<file path="config.mk">
export PLATFORM = sky130hd
export DESIGN_NAME = sdg_ctrl
export DESIGN_NICKNAME = d
export VERILOG_FILES = /design/src/rtl/sdg_pkg.sv /design/src/rtl/sdg_ctrl.sv
export SDC_FILE = /design/constraint.sdc
export NUM_CORES = 1
export LEC_CHECK = 0
export BUFFER_PORTS_ARGS = -buffer_cell sky130_fd_sc_hd__buf_2
export CORE_MARGIN = 2
export CORE_UTILIZATION = 52
export CTS_CLUSTER_SIZE = 25
export DETAILED_ROUTE_END_ITERATION = 7
export MAX_ROUTING_LAYER = met4
export PLACE_DENSITY_LB_ADDON = 0.1
export SLEW_MARGIN = 20
export SYNTH_ARGS = -nofsm -noshare
export SYNTH_HDL_FRONTEND = slang
export SYNTH_SLANG_ARGS = --single-unit
</file>
<file path="constraint.sdc">
create_clock -name clk -period 2.15 [get_ports clk]
set_input_delay 0.43 -clock clk [delete_from_list [all_inputs] [get_ports clk]]
set_output_delay 0.43 -clock clk [all_outputs]
set_load 0.01 [all_outputs]
</file>
<file path="src/rtl/sdg_pkg.sv">
// Shared types, constants and helper functions for the stratified dice generator.
// No dependencies; every other file of the block but sdg_modu refers to this package by scoped names.
package sdg_pkg;

    // Defaults for the top-level parameters
    localparam int TURNS_DEF  = 128;
    localparam int LEVELS_DEF = 6;

    // Fixed sizes
    localparam int FACES     = 36;
    localparam int MT_N      = 624;
    localparam int MT_M      = 397;
    localparam int SEED_W    = 32;
    localparam int TRIAL_W   = 24;
    localparam int TURN_IN_W = 7;
    localparam int DIE_W     = 3;
    localparam int FACE_W    = 6;
    localparam int IDX_W     = 10;   // twister address and position
    localparam int TURN_W    = 10;   // holds any turn up to the largest table
    localparam int LVL_W     = 3;    // holds any level up to the deepest table

    // Twister constants
    localparam logic [31:0] MT_MULT   = 32'd1812433253;
    localparam logic [31:0] MT_MATRIX = 32'h9908B0DF;

    // Reciprocal of nine, scaled by 2^25, for the base-36 digit split
    localparam logic [21:0] RECIP9   = 22'd3728270;
    localparam int          RECIP_SH = 25;

    // Controller states
    typedef enum logic [4:0] {
        ST_IDLE,
        ST_SEED0,
        ST_SEED_MUL,
        ST_SEED_WR,
        ST_ROW,
        ST_NEXT,
        ST_TW_INIT,
        ST_TW_HI,
        ST_TW_RD,
        ST_TW_WR,
        ST_TEMPER,
        ST_DIV,
        ST_SW_RD,
        ST_SW_WR,
        ST_LAST_RD,
        ST_LAST_WR,
        ST_LK_MUL,
        ST_LK_RD,
        ST_LK_V,
        ST_DONE
    } state_t;

    // Datapath operations
    typedef enum logic [4:0] {
        OP_NONE,
        OP_LOAD,
        OP_SEED0,
        OP_SEED_MUL,
        OP_SEED_WR,
        OP_ROW,
        OP_MT_RD,
        OP_TW_RD0,
        OP_TW_HI,
        OP_TW_RD,
        OP_TW_WR,
        OP_DIV_START,
        OP_SW_RD,
        OP_SW_WR,
        OP_LAST_RD,
        OP_LAST_WR,
        OP_LAST_BUILT,
        OP_LK_MUL,
        OP_LK_RD,
        OP_LK_V,
        OP_OUT
    } op_t;

    typedef struct packed {
        op_t                op;
        logic [IDX_W-1:0]   idx;
        logic [FACE_W-1:0]  k;
        logic [LVL_W-1:0]   lvl;
        logic [TURN_W-1:0]  turn;
    } sdg_cmd_t;

    typedef struct packed {
        logic need_rebuild;
        logic div_done;
        logic lk_last;
        logic out_free;
    } sdg_sts_t;

    // Twister output tempering
    function automatic logic [31:0] temper(input logic [31:0] y_in);
        logic [31:0] y;
        y = y_in;
        y = y ^ (y >> 11);
        y = y ^ ((y << 7) & 32'h9D2C5680);
        y = y ^ ((y << 15) & 32'hEFC60000);
        y = y ^ (y >> 18);
        return y;
    endfunction

    // Face value divided by six
    function automatic logic [2:0] div6(input logic [FACE_W-1:0] v);
        logic [2:0] q;
        if (v >= 6'd30)      q = 3'd5;
        else if (v >= 6'd24) q = 3'd4;
        else if (v >= 6'd18) q = 3'd3;
        else if (v >= 6'd12) q = 3'd2;
        else if (v >= 6'd6)  q = 3'd1;
        else                 q = 3'd0;
        return q;
    endfunction

    function automatic logic [DIE_W-1:0] die_hi(input logic [FACE_W-1:0] v);
        return div6(v) + 3'd1;
    endfunction

    function automatic logic [DIE_W-1:0] die_lo(input logic [FACE_W-1:0] v);
        logic [FACE_W-1:0] r;
        r = v - 6'(div6(v)) * 6'd6;
        return r[2:0] + 3'd1;
    endfunction

endpackage

</file>
<file path="src/rtl/sdg_ctrl.sv">
// Controller: sequences table rebuild (seed, twist, shuffle) and the per-word lookup.
// Depends on sdg_pkg for state, command and status types.
module sdg_ctrl #(
    parameter int TURNS  = sdg_pkg::TURNS_DEF,
    parameter int LEVELS = sdg_pkg::LEVELS_DEF
) (
    input  logic              clk,
    input  logic              rst_n,
    input  logic              req_valid,
    output logic              req_ready,
    input  sdg_pkg::sdg_sts_t sts,
    output sdg_pkg::sdg_cmd_t cmd
);

    sdg_pkg::state_t                   state_reg, state_next;
    logic [sdg_pkg::IDX_W-1:0]         i_reg, i_next;
    logic [sdg_pkg::IDX_W-1:0]         pos_reg, pos_next;
    logic [sdg_pkg::FACE_W-1:0]        k_reg, k_next;
    logic [sdg_pkg::LVL_W-1:0]         lvl_reg, lvl_next;
    logic [sdg_pkg::TURN_W-1:0]        turn_reg, turn_next;

    // State and counters
    always_ff @(posedge clk or negedge rst_n)
    begin
        if (!rst_n)
        begin
            state_reg <= sdg_pkg::ST_IDLE;
            i_reg     <= '0;
            pos_reg   <= '0;
            k_reg     <= '0;
            lvl_reg   <= '0;
            turn_reg  <= '0;
        end
        else
        begin
            state_reg <= state_next;
            i_reg     <= i_next;
            pos_reg   <= pos_next;
            k_reg     <= k_next;
            lvl_reg   <= lvl_next;
            turn_reg  <= turn_next;
        end
    end

    // Next state and commands
    always_comb
    begin
        state_next = state_reg;
        i_next     = i_reg;
        pos_next   = pos_reg;
        k_next     = k_reg;
        lvl_next   = lvl_reg;
        turn_next  = turn_reg;
        req_ready  = 1'b0;
        cmd.op     = sdg_pkg::OP_NONE;
        cmd.idx    = i_reg;
        cmd.k      = k_reg;
        cmd.lvl    = lvl_reg;
        cmd.turn   = turn_reg;

        case (state_reg)
            sdg_pkg::ST_IDLE:
            begin
                req_ready = 1'b1;
                if (req_valid)
                begin
                    cmd.op   = sdg_pkg::OP_LOAD;
                    lvl_next = '0;
                    state_next = sts.need_rebuild ? sdg_pkg::ST_SEED0 : sdg_pkg::ST_LK_MUL;
                end
            end
            sdg_pkg::ST_SEED0:
            begin
                cmd.op     = sdg_pkg::OP_SEED0;
                i_next     = sdg_pkg::IDX_W'(1);
                state_next = sdg_pkg::ST_SEED_MUL;
            end
            sdg_pkg::ST_SEED_MUL:
            begin
                cmd.op     = sdg_pkg::OP_SEED_MUL;
                state_next = sdg_pkg::ST_SEED_WR;
            end
            sdg_pkg::ST_SEED_WR:
            begin
                cmd.op = sdg_pkg::OP_SEED_WR;
                if (i_reg == sdg_pkg::IDX_W'(sdg_pkg::MT_N - 1))
                begin
                    pos_next   = sdg_pkg::IDX_W'(sdg_pkg::MT_N);
                    lvl_next   = '0;
                    turn_next  = '0;
                    state_next = sdg_pkg::ST_ROW;
                end
                else
                begin
                    i_next     = i_reg + 1'b1;
                    state_next = sdg_pkg::ST_SEED_MUL;
                end
            end
            sdg_pkg::ST_ROW:
            begin
                cmd.op     = sdg_pkg::OP_ROW;
                k_next     = '0;
                state_next = sdg_pkg::ST_NEXT;
            end
            sdg_pkg::ST_NEXT:
            begin
                if (pos_reg == sdg_pkg::IDX_W'(sdg_pkg::MT_N))
                begin
                    i_next     = '0;
                    state_next = sdg_pkg::ST_TW_INIT;
                end
                else
                begin
                    cmd.op     = sdg_pkg::OP_MT_RD;
                    cmd.idx    = pos_reg;
                    pos_next   = pos_reg + 1'b1;
                    state_next = sdg_pkg::ST_TEMPER;
                end
            end
            sdg_pkg::ST_TW_INIT:
            begin
                cmd.op     = sdg_pkg::OP_TW_RD0;
                state_next = sdg_pkg::ST_TW_HI;
            end
            sdg_pkg::ST_TW_HI:
            begin
                cmd.op     = sdg_pkg::OP_TW_HI;
                state_next = sdg_pkg::ST_TW_RD;
            end
            sdg_pkg::ST_TW_RD:
            begin
                cmd.op     = sdg_pkg::OP_TW_RD;
                state_next = sdg_pkg::ST_TW_WR;
            end
            sdg_pkg::ST_TW_WR:
            begin
                cmd.op = sdg_pkg::OP_TW_WR;
                if (i_reg == sdg_pkg::IDX_W'(sdg_pkg::MT_N - 1))
                begin
                    pos_next   = '0;
                    state_next = sdg_pkg::ST_NEXT;
                end
                else
                begin
                    i_next     = i_reg + 1'b1;
                    state_next = sdg_pkg::ST_TW_RD;
                end
            end
            sdg_pkg::ST_TEMPER:
            begin
                cmd.op     = sdg_pkg::OP_DIV_START;
                state_next = sdg_pkg::ST_DIV;
            end
            sdg_pkg::ST_DIV:
            begin
                if (sts.div_done)
                    state_next = sdg_pkg::ST_SW_RD;
            end
            sdg_pkg::ST_SW_RD:
            begin
                cmd.op     = sdg_pkg::OP_SW_RD;
                state_next = sdg_pkg::ST_SW_WR;
            end
            sdg_pkg::ST_SW_WR:
            begin
                cmd.op = sdg_pkg::OP_SW_WR;
                if (k_reg == sdg_pkg::FACE_W'(sdg_pkg::FACES - 2))
                    state_next = sdg_pkg::ST_LAST_RD;
                else
                begin
                    k_next     = k_reg + 1'b1;
                    state_next = sdg_pkg::ST_NEXT;
                end
            end
            sdg_pkg::ST_LAST_RD:
            begin
                cmd.op     = sdg_pkg::OP_LAST_RD;
                state_next = sdg_pkg::ST_LAST_WR;
            end
            sdg_pkg::ST_LAST_WR:
            begin
                cmd.op = sdg_pkg::OP_LAST_WR;
                if (turn_reg == sdg_pkg::TURN_W'(TURNS - 1))
                begin
                    if (lvl_reg == sdg_pkg::LVL_W'(LEVELS - 1))
                    begin
                        // last row of the table: mark it built and serve the word
                        cmd.op     = sdg_pkg::OP_LAST_BUILT;
                        lvl_next   = '0;
                        state_next = sdg_pkg::ST_LK_MUL;
                    end
                    else
                    begin
                        lvl_next   = lvl_reg + 1'b1;
                        turn_next  = sdg_pkg::TURN_W'(lvl_reg) + 1'b1;
                        state_next = sdg_pkg::ST_ROW;
                    end
                end
                else
                begin
                    turn_next  = turn_reg + 1'b1;
                    state_next = sdg_pkg::ST_ROW;
                end
            end
            sdg_pkg::ST_LK_MUL:
            begin
                cmd.op     = sdg_pkg::OP_LK_MUL;
                state_next = sdg_pkg::ST_LK_RD;
            end
            sdg_pkg::ST_LK_RD:
            begin
                cmd.op     = sdg_pkg::OP_LK_RD;
                state_next = sdg_pkg::ST_LK_V;
            end
            sdg_pkg::ST_LK_V:
            begin
                cmd.op = sdg_pkg::OP_LK_V;
                if (sts.lk_last)
                    state_next = sdg_pkg::ST_DONE;
                else
                begin
                    lvl_next   = lvl_reg + 1'b1;
                    state_next = sdg_pkg::ST_LK_MUL;
                end
            end
            sdg_pkg::ST_DONE:
            begin
                if (sts.out_free)
                begin
                    cmd.op     = sdg_pkg::OP_OUT;
                    state_next = sdg_pkg::ST_IDLE;
                end
            end
            default:
            begin
                state_next = sdg_pkg::ST_IDLE;
            end
        endcase
    end

endmodule

</file>
Word level (Yosys, flattened, before mapping)
Index checks and enable logic that the tools add are counted.
W data, S select, Z words.
- add/subtract/negate cells: 6
- reductions and logical operators: 13
- multiplexer cells: 38
- equality and inequality tests: 36
- operators by type and width (operator ; count):
    $pmux W5 S20 ; 1
    $pmux W5 S19 ; 1
    $mux W10 ; 8
    $pmux W10 S3 ; 2
    $mux W5 ; 9
    $eq A5 B4 Y1 const B ; 8
    $add A10 B1 Y10 const B ; 3
    $ne A2 B2 Y1 const B ; 11
    $eq A10 B10 Y1 const B ; 2
    $eq A5 B3 Y1 const B ; 4
    $eq A5 B5 Y1 const B ; 4
    $pmux W10 S2 ; 1
    $mux W3 ; 6
    $mux W13 ; 1
    $mux W4 ; 3
    $pmux W3 S4 ; 1
    $pmux W6 S2 ; 1
    $eq A10 B7 Y1 const B ; 1
    $eq A5 B2 Y1 const B ; 2
    $reduce_and A3 Y1 ; 3
    $add A6 B1 Y6 const B ; 1
    $eq A6 B6 Y1 const B ; 1
    $mux W6 ; 1
    $reduce_bool A3 Y1 ; 2
    14 further kinds ; 16
- logic and storage cells: 99
- input port bits: 7
- register bits: 44
- output and inout bits: 35

Longest topological paths before layout
Gate-level depths: netlist of run 1.
- word-level depth: 4
- depth in mapped cells: 9
- gate-level depth less buffers: 8

Least setup slack after synthesis of run 1
OpenSTA, ideal clock, no wires.
- path kind: reg2out
- from: register pos_reg[3] (netlist bit)
- to: output cmd[24] (netlist bit)
- path buffers: 1
- cell stages (with the launch flop): 7
- path slack: -0.160 ns
- data arrival time: 1.880 ns
- data required time: 1.720 ns
- cell sequence: dfrtp_1 -> or4_4 -> or3_2 -> nand2_1 -> buf_2 -> nand2_1 -> nand2_1
- RTL lines (what ; line ; text):
    start: declaration ; sdg_ctrl.sv:17 ; logic [sdg_pkg::IDX_W-1:0] pos_reg, pos_next;
    start signal: assignment ; sdg_ctrl.sv:38 ; pos_reg <= pos_next;
    end: declaration ; sdg_ctrl.sv:12 ; output sdg_pkg::sdg_cmd_t cmd

==> results.py, run 1 <==
metrics = {
    "synthesis": {
        "async_flop_share_pct": 100.0,
        "synth_seq_area_share_pct": 35.69,
        "ys_warn_count": 0,
        "synth_fp_nets": 404,
        "syn_inst": 389,
        "yosys_register_bits": 44,
        "synth_cell_types": 59,
        "synth.avg_cell_area_um2": 7.932,
        "syn_area_um2": 3085,
        "ys_dominant_reg_cell": "dfrtp_1",
        "synth-edff-count": 0,
    },
    "global_route": {
        "grt_max_degree": 30,
        "grt_pass1_vias": 2942,
        "grt_first_pass_wirelength_um": 14390,
        "antenna_found_initial": 0,
        "grt_overflow": 0,
        "grt_use_total_pct": 29.15,
    },
    "place": {
        "post-dp-hpwl_um": 6300,
        "place.gp.congestion": 0.9626,
        "port_buffers": 41,
        "dp.cells": 544,
        "pre_cts_ws_ps": -83.50,
    },
    "timing": {
        "fmax_mhz": 405.0,
        "holdWs_ps": 35.17,
        "min_period_ps": 2469,
        "relSlewSlack_pct": 61.34,
        "drv_slew": 0,
        "worst_slack_ps": -319.3,
        "setup_tns_ps": -4186,
        "clock_skew_ps": 5.597,
        "setup_viol": 15,
        "worst_slew_pin_slew_ps": 577.7,
        "finalCritPeriodShare_pct": 114.9,
        "hold_violations": 0,
        "grt_setup_unrepaired": "yes",
    },
    "worst_setup_path": {
        "arrival_ps": 2040,
        "crit_path_max_incr_delay_ps": 560,
        "crit_path_top_delay_cell": "or4_4",
        "rrSetupSlack_ps": 20,
        "worstSetupEndpointType": "output port",
        "path_max_fanout": 7,
        "crit_required_ps": 1720,
        "cp_num_buf_inv": 1,
        "crit_chain": "or4_4 > or3_4 > nand2_8 > nand2_1 > o21ai_0 > buf_2",
        "r2r_cells": 9,
        "r2r_start": "pos_reg[8]$_DFFE_PN0P_",
        "cp_top_family": "simple AND/OR/NAND/NOR gates",
        "cp.depth": 6,
        "crit_type": "reg2out",
        "cp-start-kind": "flip-flop",
        "r2r-end": "i_reg[3]$_DFFE_PN0P_",
    },
    "clock_tree": {
        "postCtsHoldBufs": 0,
        "cts_tree": "done",
        "path_clk_slew_ps": 90,
        "cts.htree.levels": 2,
        "cts_root_buffer": "clkbuf_8",
        "numCtsBuffers": 5,
        "cts_sinks": 44,
        "ctsLongestPathBuffers": 2,
        "clock_latency_ps": 310,
    },
    "floorplan": {
        "ios": 42,
        "core_um2": 5816,
        "placementRows": 28,
        "initial_core_util_pct": 53.06,
        "fp.dieH_um": 81.03,
        "dieWidth_um": 81.03,
        "dieArea_um2": 6566,
    },
    "routing": {
        "antenna_left": 0,
        "via_count": 3260,
        "wl_um": 8898,
        "detail_route.wl_per_cell_um": 15.80,
        "vias_per_cell": 5.790,
        "drt_iter0_drc": 167,
        "drc": 0,
        "firstDrtPassIters": 5,
    },
    "min_path": {
        "min_path_type": "in2async",
    },
    "final_layout": {
        "syn_to_final_growth_pct": 37.75,
        "final_cells": 563,
        "antennaDiodeCount": 0,
        "nets": 502,
        "drive_above_1_share_pct": 33.61,
    },
    "power": {
        "power_density_nw_per_um2": 757.9,
        "vdd_drop_max_mv": 0.6425,
        "p_seq_share_pct": 29.8,
        "clkPwrFrac_pct": 20.8,
        "combinationalPowerShare_pct": 49.5,
        "p_leak_nw": 1.909,
        "switching_share_pct": 39.17,
        "p_int_w": 0.001959,
        "power_switching_w": 0.001262,
    },
    "run_status": {
        "status": "finished, violations left",
        "violations": "negative setup slack",
    },
    "run": {
        "maxCapViolCount": 0,
    },
}
## repair_timing
item	CTS	global route
endpoints found under the setup margin	17	42
pin swaps	3	14
gates cloned	1	0
setup buffers	3	7
resized for setup	16	34
## cell usage in the layout, fill, tap and decap left out, types with 9 or more instances in the layout
master / n
buf_4: 61
buf_6: 9
nand2_1: 54
buf_2: 35
nor3_1: 9
nor2_1: 41
a21oi_1: 13
nand3_1: 18
dfrtp_1: 43
o21ai_0: 36
and3_1: 9
## kinds of logic (layout without fill, tap and decap cells)
| group | count (synthesis) | in the layout | share of synthesized area, % |
|---|---|---|---|
| buffers and inverters | 27 | 125 | 4.096 |
| DFF | 44 | 44 | 35.69 |
| AOI/OAI and AO/OA | 96 | 96 | 20.15 |
| and+or+nand+nor | 199 | 200 | 32.48 |
| adders and majority gates | 8 | 8 | 3.244 |
| xor gates and xnor gates | 14 | 14 | 3.974 |
| muxes | 1 | 1 | 0.3649 |
## power by group through the flow
stage / combinational (W) / sequential [W] / clock [W]
after floorplan: 0.000853 / 0.000972 / 0
after global placement: 0.00136 / 0.000975 / 0
after detailed placement: 0.00138 / 0.000979 / 0
after CTS: 0.00143 / 0.000962 / 0.000675
after global routing: 0.00174 / 0.000967 / 0.000719
final: 0.00159 / 0.000959 / 0.000669
## final cells by class
class	instances	area [µm²]
Clock buffer	5	68.82
Clock inverter	3	46.29
Fill cell	455	1565
Inverter	8	30.03
Multi-Input combinational cell	319	2100
Sequential cell	44	1102
Tap cell	75	93.84
Timing Repair Buffer	109	809.5
## metal layers
metal | GRT usage, % | wire length [µm] | vias to the layer above
met5 | - | 0 | -
met3 | 4.111 | 392 | 10
li1 | - | - | 1590
met1 | 40.30 | 4079 | 1567
met4 | 8.136 | 100 | 0
met2 | 44.96 | 4325 | 93
## stage by stage
| step | cell area (µm²) | total power (W) | util, % |
|---|---|---|---|
| finish | 4250 | 0.003221 | 73.09 |
| global route | 4250 | 0.003428 | 73.09 |
| CTS | 4035 | 0.003065 | 69.38 |
| detailed placement | 3795 | 0.002360 | 65.25 |
| global placement | 3795 | 0.002338 | 65.25 |
| floorplan | 3126 | 0.001826 | - |
## worst register-to-register path, stage by stage (launching register included)
cell and delay, ps:
dfrtp_1 390, or4_4 560, nor3_4 200, buf_4 160, buf_6 90, o22ai_4 80, buf_8 160, nor3b_4 190
xnor2_1 140, nor2_1 50
## Yosys cell counts, types with 5 or more instances
cell type	n	share of area, %
o211ai_1	5	1.2
a21oi_1	14	2.3
o21ai_0	40	6.5
nand2b_1	8	1.6
a22o_1	5	1.4
a31oi_1	5	1.0
nand2_1	62	7.5
inv_1	8	0.97
clkbuf_1	9	1.1
xnor2_1	8	2.3
ha_1	8	3.2
dfrtp_1	44	36
nor2_1	45	5.5
nor3_1	11	1.8
nand3_1	19	3.1
xor2_1	6	1.7
and3_1	9	1.8
nand4_1	5	1.0
nor4_1	6	1.2
## worst max path at each step
stage                                 start                endpoint  slack [ps]
finish               pos_reg[8]$_DFFE_PN0P_                 cmd[20]        -320
global route        turn_reg[9]$_DFFE_PN0P_                 cmd[30]        -380
CTS                  pos_reg[8]$_DFFE_PN0P_                 cmd[21]        -300
detailed placement   pos_reg[8]$_DFFE_PN0P_                 cmd[22]         -80
global placement       i_reg[0]$_DFFE_PN0P_  lvl_reg[0]$_DFFE_PN0P_         -40
floorplan           turn_reg[8]$_DFFE_PN0P_                 cmd[29]         -40
(Power assumes the default switching activity.)
==> run 2: changes to the inputs <==
--- a/config.mk
+++ b/config.mk
@@ -10,7 +10,6 @@
 export CORE_UTILIZATION = 52
 export CTS_CLUSTER_SIZE = 25
 export DETAILED_ROUTE_END_ITERATION = 7
-export MAX_ROUTING_LAYER = met4
 export PLACE_DENSITY_LB_ADDON = 0.1
 export SLEW_MARGIN = 20
 export SYNTH_ARGS = -nofsm -noshare
==> results.py, run 2 (same netlist as run 1, synthesis figures left out) <==
metrics = {
    "run_status": {
        "status": "finished, violations left",
        "violations": "negative setup slack",
    },
    "clock_tree": {
        "path_clk_slew_ps": 100,
        "cts_sinks": 44,
        "cts_root_buffer": "clkbuf_8",
        "postCtsHoldBufs": 0,
        "clock_latency_ps": 300,
        "cts_tree": "done",
        "numCtsBuffers": 5,
        "cts.htree.levels": 2,
        "ctsLongestPathBuffers": 2,
    },
    "timing": {
        "worst_slew_pin_slew_ps": 621.8,
        "setup_tns_ps": -6426,
        "relSlewSlack_pct": 58.39,
        "fmax_mhz": 402.3,
        "finalCritPeriodShare_pct": 115.6,
        "hold_violations": 0,
        "min_period_ps": 2486,
        "setup_viol": 32,
        "clock_skew_ps": 11.08,
        "grt_setup_unrepaired": "yes",
        "drv_slew": 0,
        "worst_slack_ps": -335.7,
    },
    "global_route": {
        "grt_pass1_vias": 3020,
        "grt_use_total_pct": 27.93,
        "grt_overflow": 0,
        "antenna_found_initial": 0,
        "grt_first_pass_wirelength_um": 14410,
        "busiest_layer": "met2",
        "grt_use_met3_pct": 3.444,
        "grt_use_met2_pct": 45.45,
        "grt_use_met1_pct": 39.72,
        "grt_max_degree": 45,
    },
    "place": {
        "place.gp.congestion": 0.9389,
        "post-dp-hpwl_um": 6248,
        "dp.cells": 544,
        "pre_cts_ws_ps": -78.75,
        "post_dp_cell_area_um2": 3782,
        "port_buffers": 41,
    },
    "power": {
        "vdd_drop_max_mv": 0.6506,
        "p_leak_nw": 1.975,
        "power_density_nw_per_um2": 726.9,
    },
    "final_layout": {
        "antennaDiodeCount": 0,
        "nets": 513,
        "fin_area_um2": 4424,
        "drive_above_1_share_pct": 38.28,
        "layout_commonest_cell": "buf_4",
        "syn_to_final_growth_pct": 43.39,
        "final_cell_mix": "buf_4, nand2_1, dfrtp_1, nor2_1, buf_2",
        "final_cells": 574,
    },
    "worst_setup_path": {
        "r2r_start": "pos_reg[8]$_DFFE_PN0P_",
        "r2r_cells": 11,
        "cp-start-kind": "flip-flop",
        "path_max_fanout": 7,
        "crit_required_ps": 1720,
        "worstSetupEndpointType": "output port",
        "crit_type": "reg2out",
        "crit_path_start": "pos_reg[8]$_DFFE_PN0P_",
        "r2r-end": "i_reg[8]$_DFFE_PN0P_",
        "rrSetupSlack_ps": -330,
        "arrival_ps": 2060,
    },
    "min_path": {
        "min_path_type": "in2async",
    },
    "floorplan": {
        "dieWidth_um": 81.03,
        "fp.dieH_um": 81.03,
        "core_um2": 5816,
        "dieArea_um2": 6566,
        "initial_core_util_pct": 53.06,
        "ios": 42,
        "placementRows": 28,
    },
    "routing": {
        "antenna_left": 0,
        "wl_um": 9753,
        "via_count": 3427,
        "drc": 0,
        "firstDrtPassIters": 5,
        "vias_per_cell": 5.970,
        "drt_iter0_drc": 245,
        "detail_route.wl_per_cell_um": 16.99,
    },
    "run": {
        "maxCapViolCount": 0,
    },
}
-- run 2: layout make-up --
class                   instances  area, µm²
repair buffers                120      905.9
inverters                       8      30.03
flip-flops and latches         44       1104
clock buffers                   5      68.82
fillers                       440       1391
clock inverters                 3      46.29
multi-input cells             319       2176
well taps                      75      93.84
-- run 2: worst max-delay path by stage --
stage / depth (start not counted) / end / slack (ps)
2_1_floorplan: 4 / cmd[29] / -40
3_3_place_gp: 8 / lvl_reg[0]$_DFFE_PN0P_ / -50
3_5_place_dp: 5 / cmd[31] / -80
4_1_cts: 6 / cmd[21] / -270
5_1_grt: 11 / i_reg[8]$_DFFE_PN0P_ / -420
6_report: 5 / cmd[27] / -340
-- run 2: what timing repair did --
action / 4_1_cts / 5_1_grt
resized for setup: 22 / 68
buffers inserted: 6 / 17
cloned: 1 / 0
endpoints found under the setup margin: 22 / 47
endpoints found under the hold margin: 0 / 0
pin swaps: 8 / 40
-- run 2: report_power, final --
part	total (W)	switching (W)	internal, W
Combinational	0.00159	0.000905	0.000683
Clock	0.000666	0.000315	0.000351
Sequential	0.000962	0.0000655	0.000897
-- run 2: stage by stage --
stage	total power [W]	utilization, %	hold slack (ps)
4_1_cts	0.003017	69.71	101.0
5_1_grt	0.003402	76.08	110.5
2_1_floorplan	0.001826	-	134.4
3_5_place_dp	0.002329	65.04	427.1
6_report	0.003216	76.08	95.75
3_3_place_gp	0.002306	65.04	430.2
-- run 2: routing by layer --
metal / wire length [µm] / part of all wire (%) / vias to the layer above
met5: 0 / 0 / -
met4: 239 / 2.5 / 0
met3: 583 / 6.0 / 20
met2: 4822 / 49 / 141
met1: 4107 / 42 / 1649
li1: - / - / 1617
-- run 2: worst max-delay path, cell delays in order, from the launching register on --
cell     delay [ps]
dfrtp_1         390
or4_4           550
or3_4           420
nand2_8         130
a22o_1          140
buf_2           130
